[src/tlru_pkg.sv]
// ----------------------------------------------------------------------------
// tlru_pkg
// Shared constants for the true-LRU age replacement block: default geometry,
// transaction field widths and operation codes.
// ----------------------------------------------------------------------------
package tlru_pkg;

    localparam int DEF_SETS  = 2048;
    localparam int DEF_WAYS  = 16;

    localparam int SET_IDX_W = 11;
    localparam int WAY_IDX_W = 4;
    localparam int VICTIM_W  = 4;

    localparam logic OP_UPDATE = 1'b0;
    localparam logic OP_QUERY  = 1'b1;

endpackage

[src/tlru_row_logic.sv]
// ----------------------------------------------------------------------------
// tlru_row_logic
// Per-row datapath: ages every way younger than the touched way in parallel,
// and finds the oldest way through a compare tree (lowest way wins a tie).
// ----------------------------------------------------------------------------
module tlru_row_logic import tlru_pkg::*; #(
    parameter int WAYS  = 16,
    parameter int AGE_W = 4
) (
    input  logic [WAYS*AGE_W-1:0] row_in,
    input  logic [WAY_IDX_W-1:0]  way,
    output logic [WAYS*AGE_W-1:0] row_out,
    output logic [VICTIM_W-1:0]   victim
);

    localparam int WAY_W = $clog2(WAYS);
    localparam int N     = 1 << WAY_W;

    logic [WAYS-1:0][AGE_W-1:0] ages;
    logic [WAYS-1:0][AGE_W-1:0] ages_new;
    logic [AGE_W-1:0]           lim;
    logic [WAY_W-1:0]           sel;

    logic [AGE_W-1:0] t_age [0:WAY_W][0:N-1];
    logic [WAY_W-1:0] t_idx [0:WAY_W][0:N-1];

    assign ages    = row_in;
    assign sel     = WAY_W'(way);
    assign lim     = ages[sel];
    assign row_out = ages_new;

    always_comb
    begin
        for (int i = 0; i < WAYS; i++)
        begin
            if (WAY_W'(i) == sel)
            begin
                ages_new[i] = '0;
            end
            else if (ages[i] < lim)
            begin
                ages_new[i] = ages[i] + 1'b1;
            end
            else
            begin
                ages_new[i] = ages[i];
            end
        end
    end

    always_comb
    begin
        for (int i = 0; i < N; i++)
        begin
            t_age[0][i] = (i < WAYS) ? ages[i] : '0;
            t_idx[0][i] = WAY_W'(i);
        end
        for (int l = 0; l < WAY_W; l++)
        begin
            for (int i = 0; i < N; i++)
            begin
                if (i < (N >> (l + 1)))
                begin
                    if (t_age[l][2*i+1] > t_age[l][2*i])
                    begin
                        t_age[l+1][i] = t_age[l][2*i+1];
                        t_idx[l+1][i] = t_idx[l][2*i+1];
                    end
                    else
                    begin
                        t_age[l+1][i] = t_age[l][2*i];
                        t_idx[l+1][i] = t_idx[l][2*i];
                    end
                end
                else
                begin
                    t_age[l+1][i] = '0;
                    t_idx[l+1][i] = '0;
                end
            end
        end
    end

    assign victim = VICTIM_W'(t_idx[WAY_W][0]);

endmodule

[config.mk]
export PLATFORM = sky130hd
export DESIGN_NAME = tlru_row_logic
export DESIGN_NICKNAME = d
export VERILOG_FILES = /design/src/tlru_pkg.sv /design/src/tlru_row_logic.sv
export SDC_FILE = /design/constraint.sdc
export NUM_CORES = 1
export LEC_CHECK = 0
export BUFFER_PORTS_ARGS = -buffer_cell sky130_fd_sc_hd__buf_2
export CORE_MARGIN = 2
export CORE_UTILIZATION = 57
export DETAILED_ROUTE_END_ITERATION = 16
export PLACE_DENSITY = 0.86
export SLEW_MARGIN = 5
export SYNTH_ARGS = -nofsm -noshare
export SYNTH_HDL_FRONTEND = slang
export SYNTH_SLANG_ARGS = --single-unit
[constraint.sdc]
create_clock -name vclk -period 9.05
set_input_delay 1.3575 -clock vclk [all_inputs]
set_output_delay 1.3575 -clock vclk [all_outputs]
set_load 0.01 [all_outputs]
# Word level (Yosys, flattened, before mapping)
# Index checks and enable logic that the tools add are counted.
[totals]
reg_bits = 0
output_inout_bits = 68
[classes]
n_lt_le_gt_ge = 32
n_reduce_logical = 1
n_addsub = 16
n_eq_ne = 15
mux = 63
[op_table]
columns = ["op", "count"]
rows = [
  ["$mux W4", 54],
  ["$add A4 B1 Y4 const B", 16],
  ["$lt A4 B4 Y1", 16],
  ["$gt A4 B4 Y1", 15],
  ["$eq A4 B4 Y1 const A", 8],
  ["$bmux W4 S4", 1],
  ["$eq A3 B4 Y1 const A", 4],
  ["$eq A2 B4 Y1 const A", 2],
  ["$mux W1", 8],
  ["$lt A4 B5 Y1 const B", 1],
  ["$eq A1 B4 Y1 const A", 1],
  ["$logic_not A4 Y1", 1],
]

# Depth between registers and ports, before layout
# Gate-level depths: netlist (run 1).
[logic_depth]
depth_word = 8
mapped_depth = 38
depth_no_buf = 35

# Worst setup path before layout (run 1)
# OpenSTA, ideal clock, no wires.
[synth_timing]
path_type = "input to output"
start = "input row_in[58]"
end = "output victim[0]"
n_path_buf = 2
arrival_ns = 6.977
required_ns = 7.693
stages = 31
setup_slack_ns = 0.715
path_cell_list = "inv_1 ha_1 or2_2 o311ai_1 or2_2 clkbuf_1 mux2i_1 inv_1 ha_1 a21oi_1 a2111o_1 o211ai_2 mux2i_1 ha_1 nor2b_1 o21ai_0 nand2b_1 a21oi_1 a41o_1 clkbuf_1 mux2_2 ha_1 nor2b_1 o21ai_0 nand2b_1 a21oi_1 a41oi_1 inv_1 o21ai_0 o31ai_1 o22ai_1"
[synth_between]
elab_chain_len = 8
[synth_rtl]
columns = ["item", "line", "rtl"]
rows = [
  ["start, declared", "tlru_row_logic.sv:10", "input logic [WAYS*AGE_W-1:0] row_in,"],
  ["$gt A4 B4 Y1", "tlru_row_logic.sv:64", "if (t_age[l][2*i+1] > t_age[l][2*i])"],
  ["$mux W4", "tlru_row_logic.sv:64", ""],
  ["$gt A4 B4 Y1", "tlru_row_logic.sv:64", ""],
  ["$mux W4", "tlru_row_logic.sv:64", ""],
  ["$gt A4 B4 Y1", "tlru_row_logic.sv:64", ""],
  ["$mux W4", "tlru_row_logic.sv:64", ""],
  ["$gt A4 B4 Y1", "tlru_row_logic.sv:64", ""],
  ["$mux W4 *", "tlru_row_logic.sv:64", ""],
  ["end, declared", "tlru_row_logic.sv:13", "output logic [VICTIM_W-1:0] victim"],
]
# Every way passes the cells marked *; elsewhere a longest branch is shown, timed or not.

# Worst setup path in the final report (run 1)
[layout_timing]
start = "input row_in[34]"
end = "output victim[0]"
# The elaborated chain is that of the path after synthesis.

==> metrics.yaml, run 1 <==
timing:
  setup_violations: 0
  min_period_over_period: 0.968
  slew_violations: 0
  hold_viol_final: 0
  tightest_slew_ps: 769
  slew_headroom: 0.483
  period_minus_slack_ps: 8760
  max_clock_freq_mhz: 114
final_layout:
  fin_cells: 884
  final_common_cell: "buf_2"
  final_cell_area_mm2: 0.00592
  nNetsFinal: 966
  utilization: 0.685
  antenna_cells: 0
  drive_gt1_frac: 0.259
  clkbuf_count: 0
  flops_and_latches: 0
  final_cell_mix: "136 x buf_2, 120 x ha_1, 96 x nor2_1"
  regArea_um2: 0
  area_delta_synth_final_pct: 17.3
pwr:
  internal_power_mw: 0.409
  seqPwrFrac: 0
  clockPowerShare: 0
  ir_drop_mv: 0.266
  p_switching_mw: 0.511
  p_per_area_mw_per_mm2: 155
  power.leakage_nw: 3.08
  swShare: 0.555
  p_comb_frac: 1.000
synthesis:
  synth_cells: 645
  yosysSeqAreaShare: 0
  yosys_warnings: 0
  syn_area_mm2: 0.00504
  synth_cell_types: 49
  syn_nets: 833
  syn-mean-instance-area_um2: 7.82
global_routing:
  grt_start_max_net_pins: 24
  met1_usage: 0.376
  grt_util_met3: 0.0365
  grt_pass1_wl_um: 24100
  use_met2: 0.511
  grt_pass1_vias: 5191
  grt_busiest_layer: "met2"
  grtUsageTotal: 0.294
  grt_overflow_total: 0
  antenna_found_initial: 0
cts:
  postCtsHoldBufs: 0
outcome:
  status: "finished, final reports clean"
drt:
  initialDrtViolationCount: 306
  drc: 0
  vias: 5489
  drtAntennaViolNets: 0
  via_per_inst: 6.21
  wl_um: 15100
  wl_per_cell_um: 17.0
  dr.pass1.iters: 5
floorplanning:
  die_w_um: 98.1
  ios: 136
  dieArea_mm2: 0.00962
  coreArea_mm2: 0.00864
  chipHeight_um: 98.1
  row_count: 34
  start_util: 0.584
placement:
  hpwl_um: 12100
  numPortBuffers: 136
  dp.cells: 876
  place_area_mm2: 0.00580
  place_congestion: 0.881
setup_path:
  crit_required_ps: 7690
  crit_family: "compound AO/OA/AOI/OAI gates"
  critical_path_class: "in -> out"
  critPathSlowestCell: "ha_1"
  critPathLaunchType: "input pin"
  crit_buf_inv: 6
  worstPathArrival_ps: 7400
  cpPeakStageDelay_ps: 370
  endpoint_kind: "output pin"
  critPathMaxFanout: 10
hold_path:
  hold_end: "row_out[47]"
  min_path_cells: 4
  hold_path_class: "in -> out"
  hp-start: "row_in[47]"
run:
  cap_viol_max_count: 0
==> worst max-delay path by stage <==
| stage | start | end | slack (ps) | cells after the start |
|---|---|---|---|---|
| after floorplan | row_in[58] | victim[0] | 720 | 31 |
| after global placement | row_in[34] | victim[0] | 440 | 34 |
| after detailed placement | row_in[34] | victim[0] | 40 | 34 |
| after CTS | row_in[34] | victim[0] | 30 | 34 |
| after global routing | row_in[17] | victim[1] | -60 | 34 |
| final | row_in[34] | victim[0] | 290 | 34 |
==> Yosys cell counts (2+ instances only) <==
cell,count,area (um^2)
a211o_1,8,70.1
a21o_1,2,15.0
a21oi_1,42,210
a21oi_2,12,105
a31oi_1,2,12.5
a41o_1,5,50.1
a41oi_1,2,17.5
clkbuf_1,11,41.3
ha_1,120,1500
inv_1,50,188
mux2_2,10,113
mux2i_1,52,521
mux4_2,20,450
nand2_1,40,150
nand2b_1,11,68.8
nand4_1,22,138
nor2_1,96,360
nor2b_1,18,113
nor3_1,8,40.0
nor4_1,2,12.5
o211ai_1,3,22.5
o21a_1,4,30.0
o21ai_0,15,75.1
o21ai_1,12,60.1
o31ai_1,3,22.5
or2_2,3,18.8
or3_1,2,12.5
xnor2_1,34,298
xor2_1,16,140
==> logic make-up after synthesis <==
group,after synthesis,synth area share
AND/OR/NAND/NOR,207,0.188
adder cells (fa/ha/maj),122,0.302
AO/OA/AOI/OAI,120,0.158
multiplexers,83,0.217
buffers and inverters,63,0.0486
XOR/XNOR,50,0.0868
==> stage by stage <==
| step | setup TNS (ps) | power [mW] | hold slack (ps) | setup slack (ps) |
|---|---|---|---|---|
| floorplan | 0 | 0.582 | 2870 | 715 |
| global placement | 0 | 0.786 | 3120 | 436 |
| detailed placement | 0 | 0.825 | 3120 | 43.7 |
| CTS | 0 | 0.829 | 3130 | 26.6 |
| global route | -114 | 1.01 | 3170 | -62.6 |
| finish | 0 | 0.920 | 3130 | 293 |
==> tightest hold or removal path, stage by stage <==
cell	delay (ps)
buf_2	140
xor2_1	80
nor2_1	70
buf_2	130
==> power by group through the flow <==
stage,logic (mW),registers [mW],clock network (mW)
floorplan,0.582,0,0
global placement,0.786,0,0
detailed placement,0.825,0,0
CTS,0.829,0,0
global route,1.01,0,0
finish,0.920,0,0
==> per-layer routing <==
metal / share of wire / vias to the layer above / wire length [um]
met1: 0.41 / 2566 / 6250
met4: 0.032 / 0 / 483
met2: 0.48 / 249 / 7290
li1: - / 2632 / -
met5: 0 / - / 0
met3: 0.069 / 42 / 1040
==> cell type report <==
type               count  area [um^2]
fillers              706         2720
well taps            108          135
repair buffers       144          741
multi-input cells    582         4850
inverters             50          188
==> timing repair <==
item | 4_1_cts | 5_1_grt
buffers inserted | 0 | 8
setup endpoints to repair | 0 | 4
gates resized for setup | 0 | 10
endpoints found under the hold margin | 0 | 0
No activity file was read; power rests on OpenSTA's default activity.
==> run 2: changes to the inputs <==
--- a/config.mk
+++ b/config.mk
@@ -6,10 +6,11 @@
 export NUM_CORES = 1
 export LEC_CHECK = 0
 export BUFFER_PORTS_ARGS = -buffer_cell sky130_fd_sc_hd__buf_2
+export CORE_ASPECT_RATIO = 0.8
 export CORE_MARGIN = 2
-export CORE_UTILIZATION = 57
+export CORE_UTILIZATION = 61
 export DETAILED_ROUTE_END_ITERATION = 16
-export PLACE_DENSITY = 0.86
+export PLACE_DENSITY = 0.91
 export SLEW_MARGIN = 5
 export SYNTH_ARGS = -nofsm -noshare
 export SYNTH_HDL_FRONTEND = slang
==> constraint.sdc (replaced) <==
create_clock -name vclk -period 11.3
set_input_delay 3.39 -clock vclk [all_inputs]
set_output_delay 3.39 -clock vclk [all_outputs]
set_load 0.01 [all_outputs]
==> run 2 against run 1 <==
- the run now fails in global routing
- area after synthesis is the same
- synthesized cell count unchanged
==> metrics.yaml, run 2 <==
synthesis:
  ys_top_cells_by_count: "120 x ha_1, 96 x nor2_1, 52 x mux2i_1, 50 x inv_1, 42 x a21oi_1"
  yosys_warnings: 0  # unchanged
  netlist_top_cells_area: "ha_1 30%, mux2i_1 10%, mux4_2 8.9%, nor2_1 7.1%, xnor2_1 5.9%"
  synth_cell_types: 49  # unchanged
  syn-mean-instance-area_um2: 7.82  # unchanged
  synth_top_area_frac: 0.298  # unchanged
  synth_cells: 645  # unchanged
  yosysSeqAreaShare: 0  # unchanged
  syn_area_mm2: 0.00504  # unchanged
  syn_nets: 833  # unchanged
  yosysMostFrequentCell: "ha_1"
  synth_top_area_cell: "ha_1"
placement:
  place_congestion: 0.969  # +9.9%
  dp.cells: 1029  # +17%
  hpwl_um: 18200  # +51%
  dp_slack_ps: -1320  # -1360 ps
  numPortBuffers: 136  # unchanged
global_routing:
  grt_pass1_vias: 8902
  grt_start_max_net_pins: 24
  grt_pass1_wl_um: 51100
  grt_overflow_total: 11
  grtUsageTotal: 0.741
cts:
  postCtsHoldBufs: 0  # unchanged
floorplanning:
  ios: 136  # unchanged
  die_w_um: 106  # +7.7%
  start_util: 0.632  # +0.0478
  chipHeight_um: 85.3  # -13%
  row_count: 29  # -15%
outcome:
  stop_stage: "global routing"
  stop_error: "[ERROR GRT-0116] Global routing finished with congestion. Check the congestion regions in the DRC Viewer."
  status: "did not finish"
## run 2: cells by family after synthesis
group	after synthesis	synth area share
muxes	83	0.217
xor gates and xnor gates	50	0.0868
and+or+nand+nor	207	0.188
AOI/OAI and AO/OA	120	0.158
adders and majority gates	122	0.302
buffers and inverters	63	0.0486
## run 2: what timing repair did
action,4_1_cts
pin swaps,37
resized for setup,65
setup buffers,14
endpoints found under the setup margin,4
## run 2: metrics by stage
stage	hold slack [ps]	cell area [um^2]
CTS	7260	7590
detailed placement	7260	7200
global placement	7230	7200
floorplan	6930	5330
## run 2: routing by layer
metal	overflow	track usage
met1	0	0.740
met3	0	0.564
met2	6	0.922
met4	5	0.795
met5	0	0.0934
==> run 3: changes to the inputs <==
--- a/config.mk
+++ b/config.mk
@@ -6,11 +6,10 @@
 export NUM_CORES = 1
 export LEC_CHECK = 0
 export BUFFER_PORTS_ARGS = -buffer_cell sky130_fd_sc_hd__buf_2
-export CORE_ASPECT_RATIO = 0.8
 export CORE_MARGIN = 2
-export CORE_UTILIZATION = 61
+export CORE_UTILIZATION = 40
 export DETAILED_ROUTE_END_ITERATION = 16
-export PLACE_DENSITY = 0.91
+export PLACE_DENSITY_LB_ADDON = 0.15
 export SLEW_MARGIN = 5
 export SYNTH_ARGS = -nofsm -noshare
 export SYNTH_HDL_FRONTEND = slang
==> run 3 against run 2 <==
- the flow now finishes, with violations (setup timing)
==> metrics.yaml, run 3 (synthesis results as in run 1) <==
final_layout:
  area_delta_synth_final_pct: 57.5
  flops_and_latches: 0
  nNetsFinal: 1143
  final_common_cell: "buf_4"
  final_cell_mix: "179 x buf_4, 128 x buf_2, 101 x ha_1"
  clkbuf_count: 0
  drive_gt1_frac: 0.481
  antenna_cells: 0
  regArea_um2: 0
global_routing:
  grtUsageTotal: 0.250
  grt_pass1_wl_um: 27600
  antenna_found_initial: 1
  grt_overflow_total: 0
  grt_start_max_net_pins: 24
  grt_pass1_vias: 5807
drt:
  drc: 0
  wl_per_cell_um: 15.9
  wl_um: 17900
  initialDrtViolationCount: 215
  dr.pass1.iters: 4
  via_per_inst: 5.30
  vias: 5963
  drtAntennaViolNets: 0
timing:
  slew_violations: 0
  hold_viol_final: 0
  setup_violations: 4
  period_minus_slack_ps: 11980
  rsz0062_at_grt: "true"
  finalHoldWorstSlack_ps: 7240
  slew_headroom: 0.474
  min_period_over_period: 1.06
  max_clock_freq_mhz: 83.4
  final.setup.worst_slack_ps: -684
  tightest_slew_ps: 788
setup_path:
  crit_required_ps: 7910
  critPathMaxFanout: 4
  endpoint_kind: "output pin"
  critical_path_class: "in -> out"
  cpPeakStageDelay_ps: 340
  critPathSlowestCell: "o31a_1"
  critPathLaunchType: "input pin"
  worstPathArrival_ps: 8590
floorplanning:
  chipHeight_um: 116  # +36%
  die_w_um: 116  # +10%
  ios: 136  # unchanged
  start_util: 0.405  # -0.227
  dieArea_mm2: 0.0135
  row_count: 41  # +41%
  coreArea_mm2: 0.0125
outcome:
  status: "complete, but fails checks"
  violations: "setup timing"
run:
  cap_viol_max_count: 0
pwr:
  ir_drop_mv: 0.147
  p_per_area_mw_per_mm2: 133
  power.leakage_nw: 3.99
  power_mw: 1.05
cts:
  postCtsHoldBufs: 0  # unchanged
placement:
  numPortBuffers: 136  # unchanged
  hpwl_um: 14500  # -20%
  place_congestion: 0.867  # -11%
hold_path:
  hold_path_class: "in -> out"
## run 3: what timing repair did
| item | in CTS | in global routing |
|---|---|---|
| gates resized for setup | 29 | 69 |
| buffers inserted | 10 | 16 |
| endpoints found under the setup margin | 4 | 4 |
| pin swaps | 22 | 48 |
| hold endpoints to repair | 0 | 0 |
## run 3: final timing paths
kind	from	end	slack (ps)	cells past startpoint
min	row_in[18]	row_out[18]	7240	5
max	row_in[49]	victim[0]	-680	31
## run 3: cell type report
class              instances  area [um^2]
multi-input cells        582         5380
fillers                 1102         4520
repair buffers           321         2140
well taps                172          215
inverters                 50          210
## run 3: worst max-delay path: cells and delay by family
family	cells	cell delay, ps
mux	3	890
compound gates	11	1880
simple gates	8	880
buf+inv	5	620
fa+ha+maj	4	920
## run 3: per-stage QoR
step | setup slack (ps) | instance area [um^2] | util | TNS (ps) | std cells
floorplan | -438 | 5330 | - | -956 | 645
global placement | -741 | 7340 | 0.589 | -2490 | 1102
detailed placement | -903 | 7340 | 0.589 | -3060 | 1102
CTS | -693 | 7530 | 0.604 | -2540 | 1111
global route | -969 | 7940 | 0.637 | -3620 | 1125
finish | -684 | 7940 | 0.637 | -2510 | 1125
## run 3: power breakdown
group	switching, mW	internal, mW	total [mW]
clock network	0	0	0
logic	0.511	0.543	1.05
registers	0	0	0
## run 3: metal layers
metal,vias to the layer above,track usage,part of all wire
li1,2975,-,-
met5,-,0,0.00073
met4,2,0.0222,0.0077
met3,15,0.00934,0.042
met2,150,0.474,0.52
met1,2821,0.326,0.43
==> run 4: changes to the inputs <==
--- a/config.mk
+++ b/config.mk
@@ -5,9 +5,10 @@
 export SDC_FILE = /design/constraint.sdc
 export NUM_CORES = 1
 export LEC_CHECK = 0
+export ABC_CLOCK_PERIOD_IN_PS = 11300
 export BUFFER_PORTS_ARGS = -buffer_cell sky130_fd_sc_hd__buf_2
 export CORE_MARGIN = 2
-export CORE_UTILIZATION = 40
+export CORE_UTILIZATION = 61
 export DETAILED_ROUTE_END_ITERATION = 16
 export PLACE_DENSITY_LB_ADDON = 0.15
 export SLEW_MARGIN = 5
==> run 4 against run 3 <==
- area after synthesis unchanged
- the flow now stops in global routing
- synthesized cell count unchanged
==> metrics.yaml, run 4 <==
synthesis:
  synth_cells: 645  # unchanged
  synth_cell_types: 49  # unchanged
  ys_top_cells_by_count: "120 x ha_1, 96 x nor2_1, 52 x mux2i_1, 50 x inv_1, 42 x a21oi_1"
  synth-compound-area-share: 0.158  # unchanged
  yosys.area_share.simple: 0.188  # unchanged
  netlist_top_cells_area: "ha_1 30%, mux2i_1 10%, mux4_2 8.9%, nor2_1 7.1%, xnor2_1 5.9%"
  syn_area_mm2: 0.00504  # unchanged
  syn-mean-instance-area_um2: 7.82  # unchanged
  synth_top_area_frac: 0.298  # unchanged
  syn_nets: 833  # unchanged
  synth_xor_area_frac: 0.0868  # unchanged
  synth_top_family_by_area: "adder cells"
  synthMuxAreaShare: 0.217  # unchanged
  yosysMostFrequentCell: "ha_1"
  yosys.area_share.adder: 0.302  # unchanged
  yosysSeqAreaShare: 0  # unchanged
  synth_top_area_cell: "ha_1"
  yosys_warnings: 0  # unchanged
global_routing:
  grt_start_max_net_pins: 24
  grt_pass1_vias: 8914
  grt_pass1_wl_um: 50800
  grtUsageTotal: 0.749
  grt_overflow_total: 1
placement:
  place_congestion: 0.915  # +5.6%
  hpwl_um: 15500  # +7.1%
  dp_slack_ps: -1040  # -137 ps
  numPortBuffers: 136  # unchanged
  dp.cells: 1041  # -5.5%
cts:
  postCtsHoldBufs: 0  # unchanged
floorplanning:
  die_w_um: 94.9  # -18%
  ios: 136  # unchanged
  row_count: 33  # -20%
  chipHeight_um: 94.9  # -18%
  start_util: 0.620  # +0.215
outcome:
  stop_error: "[ERROR GRT-0116] Global routing finished with congestion. Check the congestion regions in the DRC Viewer."
  stop_stage: "global routing"
  status: "did not finish"
run 4: cells by family after synthesis:
logic type,count (synthesis)
AND/OR/NAND/NOR,207
adder cells (fa/ha/maj),122
AO/OA/AOI/OAI,120
multiplexers,83
buffers and inverters,63
XOR/XNOR,50
run 4: layer usage:
metal,GRT overflow,GRT usage
met1,0,0.752
met2,0,0.920
met3,0,0.597
met4,1,0.731
met5,0,0.220
run 4: repair_timing:
item | CTS
resized for setup | 82
setup buffers | 20
pin swaps | 41
setup endpoints to repair | 4
run 4: metrics by stage:
step	util	setup TNS [ps]	instance area (um^2)	hold slack, ps
3_5_place_dp	0.898	-3760	7300	7260
4_1_cts	0.963	-2350	7830	7260
2_1_floorplan	-	-956	5330	6930
3_3_place_gp	0.898	-1780	7300	7250
